==> config.mk <==
export PLATFORM = sky130hd
export DESIGN_NAME = indirect_block_path_calc_core_flat
export DESIGN_NICKNAME = d
export VERILOG_FILES = /design/src/hdl/ibp_pkg.sv /design/src/hdl/ibp_in_if.sv /design/src/hdl/ibp_out_if.sv /design/src/hdl/ibp_datapath.sv /design/src/hdl/ibp_ctrl.sv /design/src/hdl/indirect_block_path_calc_core.sv /design/src/flat_wrapper.sv
export SDC_FILE = /design/constraint.sdc
export NUM_CORES = 2
export LEC_CHECK = 0
export CORE_AREA = 2 2 349 351
export CTS_BUF_LIST = sky130_fd_sc_hd__clkbuf_8 sky130_fd_sc_hd__clkbuf_16
export DETAILED_ROUTE_END_ITERATION = 7
export DIE_AREA = 0 0 351 353
export DONT_BUFFER_PORTS = 1
export GPL_TIMING_DRIVEN = 0
export PLACE_DENSITY_LB_ADDON = 0.05
export SETUP_SLACK_MARGIN = 0.1
export SLEW_MARGIN = 0
export SYNTH_ARGS = -nofsm -noshare
export SYNTH_HDL_FRONTEND = slang
export SYNTH_SLANG_ARGS = --single-unit
==> constraint.sdc <==
create_clock -name clk -period 19.5 [get_ports clk]
set_input_delay 0.975 -clock clk [delete_from_list [all_inputs] [get_ports clk]]
set_output_delay 0.975 -clock clk [all_outputs]
set_load 0.01 [all_outputs]
==> src/hdl/ibp_pkg.sv <==
`timescale 1ns / 1ps
// ----------------------------------------------------------------------------
// ibp_pkg
// Shared widths, status codes and controller/datapath signal groups for the
// indirect block path calculator.
// ----------------------------------------------------------------------------
package ibp_pkg;

  localparam int LB_W     = 64;
  localparam int PPB_W    = 15;
  localparam int OFF_W    = 14;
  localparam int LVL_W    = 3;
  localparam int CNT_W    = 4;
  localparam int ADDR_W   = 3;
  localparam int DATA_W   = 32;
  localparam int DIV_W    = LB_W + OFF_W;

  localparam int MUL_STEPS = PPB_W;
  localparam int DIV_STEPS = OFF_W;

  localparam logic [PPB_W-1:0] PPB_MIN   = PPB_W'(2);
  localparam logic [PPB_W-1:0] PPB_MAX   = PPB_W'(16384);
  localparam logic [PPB_W-1:0] PPB_RESET = PPB_W'(2048);

  localparam logic [LVL_W-1:0] MAX_PATH_LEVEL = LVL_W'(3);

  localparam logic [1:0] ST_DIRECT  = 2'd0;
  localparam logic [1:0] ST_PATH    = 2'd1;
  localparam logic [1:0] ST_TOO_BIG = 2'd2;

  localparam logic REG_PPB = 1'b0;

  typedef struct packed {
    logic             load;
    logic             init_search;
    logic             mul_start;
    logic             mul_step;
    logic             store_pow;
    logic             sub_rem;
    logic             meta_init;
    logic             div_start;
    logic             div_step;
    logic             meta_step;
    logic             out_direct;
    logic             out_too_big;
    logic             out_pair;
    logic             pair_first;
    logic             set_last;
    logic             last_val;
    logic [1:0]       k;
    logic [LVL_W-1:0] level;
    logic [LVL_W-1:0] tab_rd;
    logic [LVL_W-1:0] tab_wr;
  } ibp_cmd_t;

  typedef struct packed {
    logic direct;
    logic rem_lt;
    logic meta_eq;
  } ibp_sts_t;

endpackage

==> src/hdl/ibp_in_if.sv <==
`timescale 1ns / 1ps
// ----------------------------------------------------------------------------
// ibp_in_if
// Lookup channel: one signed logical block number per item.
// ----------------------------------------------------------------------------
interface ibp_in_if import ibp_pkg::*; ();

  logic                   valid;
  logic                   ready;
  logic signed [LB_W-1:0] logical_block;

  modport source (output valid, output logical_block, input ready);
  modport sink   (input valid, input logical_block, output ready);

endinterface

==> src/hdl/ibp_out_if.sv <==
`timescale 1ns / 1ps
// ----------------------------------------------------------------------------
// ibp_out_if
// Path channel: one (meta block, offset) pair per item.
// ----------------------------------------------------------------------------
interface ibp_out_if import ibp_pkg::*; ();

  logic                   valid;
  logic                   ready;
  logic [1:0]             level_index;
  logic signed [LB_W-1:0] meta_block;
  logic [OFF_W-1:0]       offset;
  logic [1:0]             status;
  logic                   last;

  modport source (output valid, output level_index, output meta_block, output offset,
                  output status, output last, input ready);
  modport sink   (input valid, input level_index, input meta_block, input offset,
                  input status, input last, output ready);

endinterface

==> src/hdl/ibp_datapath.sv <==
`timescale 1ns / 1ps
// ----------------------------------------------------------------------------
// ibp_datapath
// Magnitude, shift-add multiplier for the level sizes, restoring divider for
// the per-level offsets, meta block tracking and the result register.
// ----------------------------------------------------------------------------
module ibp_datapath import ibp_pkg::*; #(
  parameter int DIRECT_COUNT    = 12,
  parameter int INDIRECT_LEVELS = 3
) (
  input  logic              clk,
  input  ibp_cmd_t          cmd,
  output ibp_sts_t          sts,
  input  logic [LB_W-1:0]   logical_block,
  input  logic [PPB_W-1:0]  ppb,
  output logic [1:0]        level_index,
  output logic [LB_W-1:0]   meta_block,
  output logic [OFF_W-1:0]  offset,
  output logic [1:0]        status,
  output logic              last
);

  localparam int TAB_N = INDIRECT_LEVELS + 1;
  localparam int TAB_W = $clog2(TAB_N);

  logic [LB_W-1:0]  raw;
  logic [LB_W-1:0]  mag;
  logic [LB_W-1:0]  r;
  logic [LB_W-1:0]  r_old;
  logic [LB_W-1:0]  prod;
  logic [LB_W-1:0]  mcand;
  logic [PPB_W-1:0] mplier;
  logic [PPB_W-1:0] n;
  logic [LB_W-1:0]  pow_tab [TAB_N];
  logic [DIV_W-1:0] d;
  logic [OFF_W-1:0] q;
  logic [LB_W-1:0]  meta;

  logic [LB_W-1:0]  mag_in;
  logic [PPB_W-1:0] n_clamp;
  logic [LB_W-1:0]  pow_rd;
  logic             ge;

  assign mag_in  = logical_block[LB_W-1] ? (LB_W'(0) - logical_block) : logical_block;
  assign n_clamp = (ppb < PPB_MIN) ? PPB_MIN : ((ppb > PPB_MAX) ? PPB_MAX : ppb);
  assign pow_rd  = pow_tab[cmd.tab_rd[TAB_W-1:0]];
  assign ge      = {{OFF_W{1'b0}}, r} >= d;

  assign sts.direct  = mag < LB_W'(DIRECT_COUNT);
  assign sts.rem_lt  = r < prod;
  assign sts.meta_eq = meta == raw;

  always_ff @(posedge clk) begin
    if (cmd.load) begin
      raw <= logical_block;
      mag <= mag_in;
      n   <= n_clamp;
    end
    if (cmd.init_search) begin
      r <= mag - LB_W'(DIRECT_COUNT);
    end else if (cmd.sub_rem) begin
      r <= r - prod;
    end else if (cmd.div_step && ge) begin
      r <= r - d[LB_W-1:0];
    end
    if (cmd.div_start) begin
      r_old <= r;
      d     <= DIV_W'({{OFF_W{1'b0}}, pow_rd} << (OFF_W - 1));
      q     <= '0;
    end else if (cmd.div_step) begin
      d <= d >> 1;
      q <= {q[OFF_W-2:0], ge};
    end
    if (cmd.mul_start) begin
      prod   <= '0;
      mcand  <= pow_rd;
      mplier <= n;
    end else if (cmd.mul_step) begin
      if (mplier[0]) begin
        prod <= prod + mcand;
      end
      mcand  <= mcand << 1;
      mplier <= mplier >> 1;
    end
    if (cmd.meta_init) begin
      meta <= LB_W'(0) - (mag - r + LB_W'(cmd.level));
    end else if (cmd.meta_step) begin
      meta <= meta + LB_W'(1) - (r_old - r);
    end
  end

  always_ff @(posedge clk) begin
    if (cmd.init_search) begin
      pow_tab[0] <= LB_W'(1);
    end
    if (cmd.store_pow) begin
      pow_tab[cmd.tab_wr[TAB_W-1:0]] <= prod;
    end
  end

  always_ff @(posedge clk) begin
    if (cmd.out_direct) begin
      level_index <= 2'd0;
      meta_block  <= '0;
      offset      <= mag[OFF_W-1:0];
      status      <= ST_DIRECT;
      last        <= 1'b1;
    end else if (cmd.out_too_big) begin
      level_index <= 2'd0;
      meta_block  <= '0;
      offset      <= '0;
      status      <= ST_TOO_BIG;
      last        <= 1'b1;
    end else if (cmd.out_pair) begin
      level_index <= cmd.k;
      meta_block  <= meta;
      offset      <= cmd.pair_first ? OFF_W'(cmd.level) : q;
      status      <= ST_PATH;
      last        <= 1'b0;
    end else if (cmd.set_last) begin
      last <= cmd.last_val;
    end
  end

endmodule

==> src/hdl/ibp_ctrl.sv <==
`timescale 1ns / 1ps
// ----------------------------------------------------------------------------
// ibp_ctrl
// Sequencer: direct check, level search, then one divide per path pair after the
// first, with the result handshake on the path channel.
// ----------------------------------------------------------------------------
module ibp_ctrl import ibp_pkg::*; #(
  parameter int INDIRECT_LEVELS = 3
) (
  input  logic     clk,
  input  logic     rst,
  input  logic     in_valid,
  output logic     in_ready,
  output logic     out_valid,
  input  logic     out_ready,
  output ibp_cmd_t cmd,
  input  ibp_sts_t sts
);

  localparam logic [3:0] S_IDLE   = 4'd0;
  localparam logic [3:0] S_CLASS  = 4'd1;
  localparam logic [3:0] S_MSTART = 4'd2;
  localparam logic [3:0] S_MUL    = 4'd3;
  localparam logic [3:0] S_CHECK  = 4'd4;
  localparam logic [3:0] S_META   = 4'd5;
  localparam logic [3:0] S_PAIR0  = 4'd6;
  localparam logic [3:0] S_DSTART = 4'd7;
  localparam logic [3:0] S_DIV    = 4'd8;
  localparam logic [3:0] S_PAIR   = 4'd9;
  localparam logic [3:0] S_MUPD   = 4'd10;
  localparam logic [3:0] S_LAST   = 4'd11;
  localparam logic [3:0] S_OUT    = 4'd12;

  logic [3:0]       state, state_next;
  logic [CNT_W-1:0] cnt, cnt_next;
  logic [LVL_W-1:0] level, level_next;
  logic [1:0]       k, k_next;
  logic             fin, fin_next;

  assign in_ready  = state == S_IDLE;
  assign out_valid = state == S_OUT;

  always_ff @(posedge clk) begin
    if (rst) begin
      state <= S_IDLE;
      cnt   <= '0;
      level <= '0;
      k     <= '0;
      fin   <= 1'b0;
    end else begin
      state <= state_next;
      cnt   <= cnt_next;
      level <= level_next;
      k     <= k_next;
      fin   <= fin_next;
    end
  end

  always_comb begin
    state_next   = state;
    cnt_next     = cnt;
    level_next   = level;
    k_next       = k;
    fin_next     = fin;
    cmd          = '0;
    cmd.k        = k;
    cmd.level    = level;
    cmd.tab_rd   = level;
    cmd.tab_wr   = level + LVL_W'(1);
    cmd.last_val = sts.meta_eq || ({1'b0, k} == level + LVL_W'(1));
    unique case (state)
      S_IDLE: begin
        if (in_valid) begin
          cmd.load   = 1'b1;
          state_next = S_CLASS;
        end
      end
      S_CLASS: begin
        if (sts.direct) begin
          cmd.out_direct = 1'b1;
          fin_next       = 1'b1;
          state_next     = S_OUT;
        end else begin
          cmd.init_search = 1'b1;
          level_next      = '0;
          state_next      = S_MSTART;
        end
      end
      S_MSTART: begin
        cmd.mul_start = 1'b1;
        cnt_next      = '0;
        state_next    = S_MUL;
      end
      S_MUL: begin
        cmd.mul_step = 1'b1;
        cnt_next     = cnt + CNT_W'(1);
        if (cnt == CNT_W'(MUL_STEPS - 1)) begin
          state_next = S_CHECK;
        end
      end
      S_CHECK: begin
        cmd.store_pow = 1'b1;
        if (sts.rem_lt) begin
          if (level >= MAX_PATH_LEVEL) begin
            cmd.out_too_big = 1'b1;
            fin_next        = 1'b1;
            state_next      = S_OUT;
          end else begin
            state_next = S_META;
          end
        end else begin
          cmd.sub_rem = 1'b1;
          if (level == LVL_W'(INDIRECT_LEVELS - 1)) begin
            cmd.out_too_big = 1'b1;
            fin_next        = 1'b1;
            state_next      = S_OUT;
          end else begin
            level_next = level + LVL_W'(1);
            state_next = S_MSTART;
          end
        end
      end
      S_META: begin
        cmd.meta_init = 1'b1;
        k_next        = '0;
        state_next    = S_PAIR0;
      end
      S_PAIR0: begin
        cmd.out_pair   = 1'b1;
        cmd.pair_first = 1'b1;
        state_next     = S_LAST;
      end
      S_DSTART: begin
        cmd.tab_rd    = level + LVL_W'(1) - {1'b0, k};
        cmd.div_start = 1'b1;
        cnt_next      = '0;
        state_next    = S_DIV;
      end
      S_DIV: begin
        cmd.div_step = 1'b1;
        cnt_next     = cnt + CNT_W'(1);
        if (cnt == CNT_W'(DIV_STEPS - 1)) begin
          state_next = S_PAIR;
        end
      end
      S_PAIR: begin
        cmd.out_pair = 1'b1;
        state_next   = S_MUPD;
      end
      S_MUPD: begin
        cmd.meta_step = 1'b1;
        state_next    = S_LAST;
      end
      S_LAST: begin
        cmd.set_last = 1'b1;
        fin_next     = cmd.last_val;
        state_next   = S_OUT;
      end
      S_OUT: begin
        if (out_ready) begin
          if (fin) begin
            fin_next   = 1'b0;
            state_next = S_IDLE;
          end else begin
            k_next     = k + 2'd1;
            state_next = S_DSTART;
          end
        end
      end
      default: begin
        state_next = S_IDLE;
      end
    endcase
  end

  a_accept_starts: assert property (@(posedge clk) disable iff (rst)
    (in_valid && in_ready) |=> (state == S_CLASS))
    else $error("accepted item did not start classification");

  a_stall_holds: assert property (@(posedge clk) disable iff (rst)
    (out_valid && !out_ready) |=> (out_valid && $stable(fin) && $stable(k)))
    else $error("result dropped while stalled");

  a_mul_count: assert property (@(posedge clk) disable iff (rst)
    (state == S_MUL) |-> (cnt < CNT_W'(MUL_STEPS)))
    else $error("multiplier step count overrun");

  a_div_pair: assert property (@(posedge clk) disable iff (rst)
    (state == S_DIV) |-> ((k != 2'd0) && ({1'b0, k} <= level + LVL_W'(1))))
    else $error("divide for a pair beyond the path length");

  a_check_level: assert property (@(posedge clk) disable iff (rst)
    (state == S_CHECK) |-> (level < LVL_W'(INDIRECT_LEVELS)))
    else $error("level search ran past the last level");

endmodule

==> src/hdl/indirect_block_path_calc_core.sv <==
`timescale 1ns / 1ps
// ----------------------------------------------------------------------------
// indirect_block_path_calc_core
// Maps a signed logical file block number to its path of (meta block,
// offset) pairs through the single, double or triple indirect tree.
// ----------------------------------------------------------------------------
// Usage:
//   lookup : one signed logical block per item; negative names a meta block.
//   path   : one item per path pair, last set on the final pair of a lookup.
//            A direct block or a too-big number gives a single item.
//   APB    : pointers_per_block at byte address 0 (reset 2048), to be written by the user
//            only while no lookup is in flight (the block does not enforce this); pready is always high.
//   Order of steps (one lookup at a time, lookup.ready high only when idle):
//   direct block : item valid after the S_CLASS state
//   level search : S_MSTART, S_MUL and S_CHECK per level tried (shift-add multiplier
//                  forming pointers_per_block to the power of the level plus one)
//   first pair   : valid after the S_META, S_PAIR0 and S_LAST states that follow the search
//   later pairs  : S_DSTART, the restoring divider in S_DIV, then S_PAIR, S_MUPD, S_LAST
//   the next lookup can be taken in the cycle after the final item is accepted.
// Reset clears the sequencer; pointers_per_block returns to 2048.
// A stalled path channel holds the item and the sequencer waits on it.
// ----------------------------------------------------------------------------
module indirect_block_path_calc_core import ibp_pkg::*; #(
  parameter int DIRECT_COUNT    = 12,
  parameter int INDIRECT_LEVELS = 3
) (
  input  logic              clk,
  input  logic              rst,
  ibp_in_if.sink            lookup,
  ibp_out_if.source         path,
  input  logic              psel,
  input  logic              penable,
  input  logic              pwrite,
  input  logic [ADDR_W-1:0] paddr,
  input  logic [DATA_W-1:0] pwdata,
  output logic [DATA_W-1:0] prdata,
  output logic              pready
);

  logic [PPB_W-1:0] pointers_per_block;
  ibp_cmd_t         cmd;
  ibp_sts_t         sts;

  assign pready = 1'b1;
  assign prdata = (paddr[2] == REG_PPB) ? DATA_W'(pointers_per_block) : '0;

  always_ff @(posedge clk) begin
    if (rst) begin
      pointers_per_block <= PPB_RESET;
    end else if (psel && penable && pwrite && pready && (paddr[2] == REG_PPB)) begin
      pointers_per_block <= pwdata[PPB_W-1:0];
    end
  end

  ibp_ctrl #(
    .INDIRECT_LEVELS (INDIRECT_LEVELS)
  ) u_ctrl (
    .clk       (clk),
    .rst       (rst),
    .in_valid  (lookup.valid),
    .in_ready  (lookup.ready),
    .out_valid (path.valid),
    .out_ready (path.ready),
    .cmd       (cmd),
    .sts       (sts)
  );

  ibp_datapath #(
    .DIRECT_COUNT    (DIRECT_COUNT),
    .INDIRECT_LEVELS (INDIRECT_LEVELS)
  ) u_datapath (
    .clk           (clk),
    .cmd           (cmd),
    .sts           (sts),
    .logical_block (lookup.logical_block),
    .ppb           (pointers_per_block),
    .level_index   (path.level_index),
    .meta_block    (path.meta_block),
    .offset        (path.offset),
    .status        (path.status),
    .last          (path.last)
  );

endmodule
==> src/flat_wrapper.sv <==
// flat-port wrapper written by rule: the top's interface ports become plain ports
module indirect_block_path_calc_core_flat import ibp_pkg::*;
#(
  parameter int DIRECT_COUNT    = 12,
  parameter int INDIRECT_LEVELS = 3
)
  (clk, rst, psel, penable, pwrite, paddr, pwdata, prdata, pready, lookup_valid, lookup_logical_block, lookup_ready, path_valid, path_level_index, path_meta_block, path_offset, path_status, path_last, path_ready);
  ibp_in_if lookup_i ();
  ibp_out_if path_i ();
  input  logic clk;
  input  logic rst;
  input  logic psel;
  input  logic penable;
  input  logic pwrite;
  input  logic [ADDR_W-1:0] paddr;
  input  logic [DATA_W-1:0] pwdata;
  output logic [DATA_W-1:0] prdata;
  output logic pready;
  input wire logic [$bits(lookup_i.valid)-1:0] lookup_valid;
  input wire logic [$bits(lookup_i.logical_block)-1:0] lookup_logical_block;
  output wire logic [$bits(lookup_i.ready)-1:0] lookup_ready;
  output wire logic [$bits(path_i.valid)-1:0] path_valid;
  output wire logic [$bits(path_i.level_index)-1:0] path_level_index;
  output wire logic [$bits(path_i.meta_block)-1:0] path_meta_block;
  output wire logic [$bits(path_i.offset)-1:0] path_offset;
  output wire logic [$bits(path_i.status)-1:0] path_status;
  output wire logic [$bits(path_i.last)-1:0] path_last;
  input wire logic [$bits(path_i.ready)-1:0] path_ready;
  assign lookup_i.valid = lookup_valid;
  assign lookup_i.logical_block = lookup_logical_block;
  assign lookup_ready = lookup_i.ready;
  assign path_valid = path_i.valid;
  assign path_level_index = path_i.level_index;
  assign path_meta_block = path_i.meta_block;
  assign path_offset = path_i.offset;
  assign path_status = path_i.status;
  assign path_last = path_i.last;
  assign path_i.ready = path_ready;
  indirect_block_path_calc_core #(.DIRECT_COUNT(DIRECT_COUNT), .INDIRECT_LEVELS(INDIRECT_LEVELS)) u_core (.clk(clk), .rst(rst), .lookup(lookup_i), .path(path_i), .psel(psel), .penable(penable), .pwrite(pwrite), .paddr(paddr), .pwdata(pwdata), .prdata(prdata), .pready(pready));
endmodule
==> summary.md <==
| Metric | Value |
|---|---|
| Result of the run | finished with violations |
| Failing checks | capacitance limit |
| Number of placement rows | 128 |
| Pin slew with the least headroom to its limit | 1.49 ns |
| Layout cell share with drive strength beyond 1 | 0.0512 |
| Critical path's slowest cell | clkbuf_1 |
| Slowest Stage Delay on Critical Path | 1.10 ns |
| Primary FF master, synth | edfxtp_1 |
| Placer's final routability congestion estimate | 0.968 |
| Number of antenna violations at the first check in global routing | 7 |
| Clock buffer count from CTS | 103 |
| Worst Hold Class | input pin to register |
| Final sum of negative setup slack | 0 ns |
| Number of enable-type register cells in the synthesized netlist | 747 |
| CP dominant cell by count | nand2b_1 |
| Setup repair after global routing missed its margin | no |
| Final cycle utilization of the critical path | 0.384 |
| Static leakage power | 26.0 nW |
| Largest net degree at the start of global routing | 65 |
| Overall power of the completed layout | 0.00831 W |
| Adder and majority gate portion of the synthesized area | 0.105 |
| Initial drt markers | 4098 |
| Crit path kind | register to register |
| Core outline area | 121000 um2 |
| Combinational family with the most area after synthesis | compound AO/OA/AOI/OAI gates |
| Total via count after detailed routing | 47200 |
| Total global routing overflow | 0 |
| Series of cell instances along the critical path | inv_1 -> ha_1 -> fa_1 -> nand2b_1 -> a21oi_1 -> o2111ai_1 -> a211o_1 -> a311oi_1 -> nor3_1 -> o21ai_0 -> mux2_2 -> nand2b_1 -> nand2b_1 -> clkbuf_1 -> nand2b_1 |
| Delay-heaviest family, CP | compound AO/OA/AOI/OAI gates |
| Clock sink count | 936 |
| Synth Register Bits | 936 |
| Chip Height | 353 um |
| Clock insertion delay at the later pin of the skew report | 0.71 ns |
| Area enclosed by the die boundary | 124000 um2 |
| Global routing usage summed across all routing layers | 0.324 |
| Cell count after synthesis | 6180 |
| Pwr/cell area | 126 nW/um2 |
| DRC violation count after routing | 0 |
| # H-tree levels | 3 |
| Max FO, Critical Path | 14 |
| Antenna-violating nets left | 0 |
| Critical Path Sink Type | register |
| Number of buffers added for setup after CTS | 0 |
| Post-synth design cell area | 59700 um2 |
| Hold bufs inserted after CTS | 0 |
| Via density | 5.86 |
| Commonest non-fill, non-tap cell in the layout | nand2_1 |
| Resize count post-CTS | 0 |
| Total iterations of the first detailed-routing run | 6 |
| Kind of start point of the critical path | register |
| Final count of hold timing violations | 0 |
| YS warnings | 0 |
| Distinct cell type count of the synthesized netlist | 87 |
| Number of max-slew violations in the final report | 0 |
| Via count of the first global-routing pass | 45900 |
| Parity-gate share of the synthesized area counting xor and xnor cells | 0.0693 |
| Simple-gate share of the synthesized area | 0.135 |
| Mux cell area share after synthesis | 0.0273 |
| Nets@finish | 6897 |
| Final number of setup-violating endpoints | 0 |
| Starting Density | 0.495 |
| Maximum Capacitance Violations | 1 |
| Clock edge transition at the registers on the reported setup and hold paths | 0.07 ns |
| Largest cells by area after synthesis | edfxtp_1 38%, ha_1 8.2%, dfxtp_1 6.3% |
| Area share of the largest cell type after synthesis | 0.376 |
| Root Buffer Master | clkbuf_16 |
| Port Buffers | 0 |
| Post-layout instance area | 65800 um2 |
| Top library cells by usage in the layout, fill and taps aside | 815 x nand2_1, 747 x edfxtp_1, 606 x inv_1 |
| Wire length of the first global-routing pass | 296 mm |
| Clock Skews | 0.0269 ns |
| Relative slew margins | 0.00598 |
| Largest voltage drop on the vdd net | 0.0979 mV |
| Maximum achievable frequency | 0.134 GHz |
| Die boundary width | 351 um |
| CP Data Required Time | 19.82 ns |
| Clock period minus final worst setup slack | 7.48 ns |
| Area growth syn-to-layout | 10.4% |
| Maximum clock path buffer count | 3 |
| Compound-gate portion of the synthesized area | 0.169 |
| Buffering stage count on the worst path with inverters included | 2 |
| Wire per inst | 25.3 um |
| Portion of the post-synthesis area used by sequential elements | 0.439 |
| Leading area contributor after synthesis | edfxtp_1 |
| Data arrival time of the critical path | 7.81 ns |
| Avg Inst Size Synth | 9.65 um2 |
| Hpwl dp | 165 mm |
| IO Count | 224 |
| CTS tree | yes |
| Fillers | 11100 |
| Post-Place Cell Area | 62400 um2 |
| Post-synth ARST share | 0 |
| Total Routed Length | 204 mm |
## stage by stage
step           utilization  setup slack, ns  cells  hold WS (ns)
2_1_floorplan            -            13.28   6196         0.425
3_3_place_gp         0.512             8.24   7821         0.431
3_5_place_dp         0.517            12.03   7852         0.439
4_1_cts              0.546            12.02   8045         0.309
5_1_grt              0.546            11.91   8045         0.326
6_report             0.546            12.02   8046         0.354
## path summary, 6_finish.rpt
path	startpoint	endpoint	slack [ns]	cells past startpoint
max reg2reg	u_core.u_datapath.r[0]$_DFFE_PP_	u_core.u_datapath.offset[10]$_DFFE_PP_	12.02	15
min	lookup_logical_block[38]	u_core.u_datapath.raw[38]$_DFFE_PP_	0.35	0
min reg2reg	u_core.u_datapath.d[8]$_SDFFE_PP0P_	u_core.u_datapath.d[7]$_SDFFE_PP0P_	0.45	2
max	u_core.u_datapath.r[0]$_DFFE_PP_	u_core.u_datapath.offset[10]$_DFFE_PP_	12.02	15
## logic make-up after synthesis
logic type / Yosys count
buffers and inverters: 866
other: 2
and+or+nand+nor: 1763
DFF: 936
adders and majority gates: 459
AOI/OAI and AO/OA: 1600
xor gates and xnor gates: 472
muxes: 82
## final cells by class
cell class / instances / area, um2 / share of cell area
diodes: 1 / 2.50 / 0.0000380
inverters: 582 / 2180 / 0.0332
repair buffers: 31 / 561 / 0.00851
multi-input cells: 4394 / 30300 / 0.460
clock buffers: 111 / 2730 / 0.0415
well taps: 1625 / 2030 / 0.0309
clock inverters: 82 / 713 / 0.0108
plain buffers: 284 / 1140 / 0.0174
flip-flops and latches: 936 / 26200 / 0.398
## state kept, by name (all words and copies together), names as in the netlist, 2 cells and up
signal and cells:
u_core.u_datapath.mag 63, u_core.u_datapath.q 14, u_core.u_datapath.prod 64, u_core.u_datapath.n 15
u_core.u_datapath.mplier 15, u_core.u_ctrl.level 3, u_core.u_datapath.r 64, u_core.u_datapath.r_old 64
u_core.u_datapath.mcand 64, u_core.u_datapath.level_index 2, u_core.u_ctrl.k 2, u_core.u_datapath.meta 64
u_core.u_datapath.meta_block 64, u_core.u_datapath.offset 14, u_core.u_datapath.pow_tab 256, u_core.u_ctrl.state 4
u_core.u_ctrl.cnt 4, u_core.u_datapath.status 2, u_core.pointers_per_block 15, u_core.u_datapath.raw 64
u_core.u_datapath.d 77
## power by group
part           switching [W]  total, W  internal (W)
clock               0.000845   0.00200       0.00116
combinational        0.00228   0.00362       0.00134
sequential          0.000243   0.00269       0.00244
## per-layer routing
layer | global-route usage | wire length, um
met4 | 0.131 | 8720
met2 | 0.524 | 93600
met1 | 0.442 | 88300
met5 | 0 | 13
met3 | 0.0414 | 12900
## cell usage after synthesis (35+ instances only)
| cell type | number |
|---|---|
| clkbuf_1 | 246 |
| xor2_1 | 146 |
| or3_1 | 48 |
| o31ai_1 | 50 |
| a211oi_1 | 67 |
| nor2b_1 | 54 |
| nor3_1 | 83 |
| nand4_1 | 91 |
| dfxtp_1 | 189 |
| and2_1 | 45 |
| o21bai_1 | 58 |
| xnor2_1 | 326 |
| mux4_2 | 64 |
| fa_1 | 69 |
| nand3_1 | 87 |
| ha_1 | 390 |
| a21oi_1 | 575 |
| edfxtp_1 | 747 |
| a31oi_1 | 45 |
| a21o_1 | 171 |
| o21a_1 | 37 |
| nor2_1 | 345 |
| nor4_1 | 35 |
| nand2_1 | 816 |
| a22o_1 | 80 |
| o21ai_0 | 309 |
| nand2b_1 | 60 |
| inv_1 | 581 |
## worst reg2reg max path, cell delays in order (launching register included)
cell and delay (ns):
edfxtp_1 0.40, inv_1 0.14, ha_1 0.28, fa_1 0.40, nand2b_1 0.22, a21oi_1 0.31, o2111ai_1 0.29, a211o_1 0.41
a311oi_1 0.82, nor3_1 0.28, o21ai_0 0.78, mux2_2 0.43, nand2b_1 0.23, nand2b_1 0.19, clkbuf_1 1.10, nand2b_1 0.84
No activity file was read; power rests on OpenSTA's default activity.
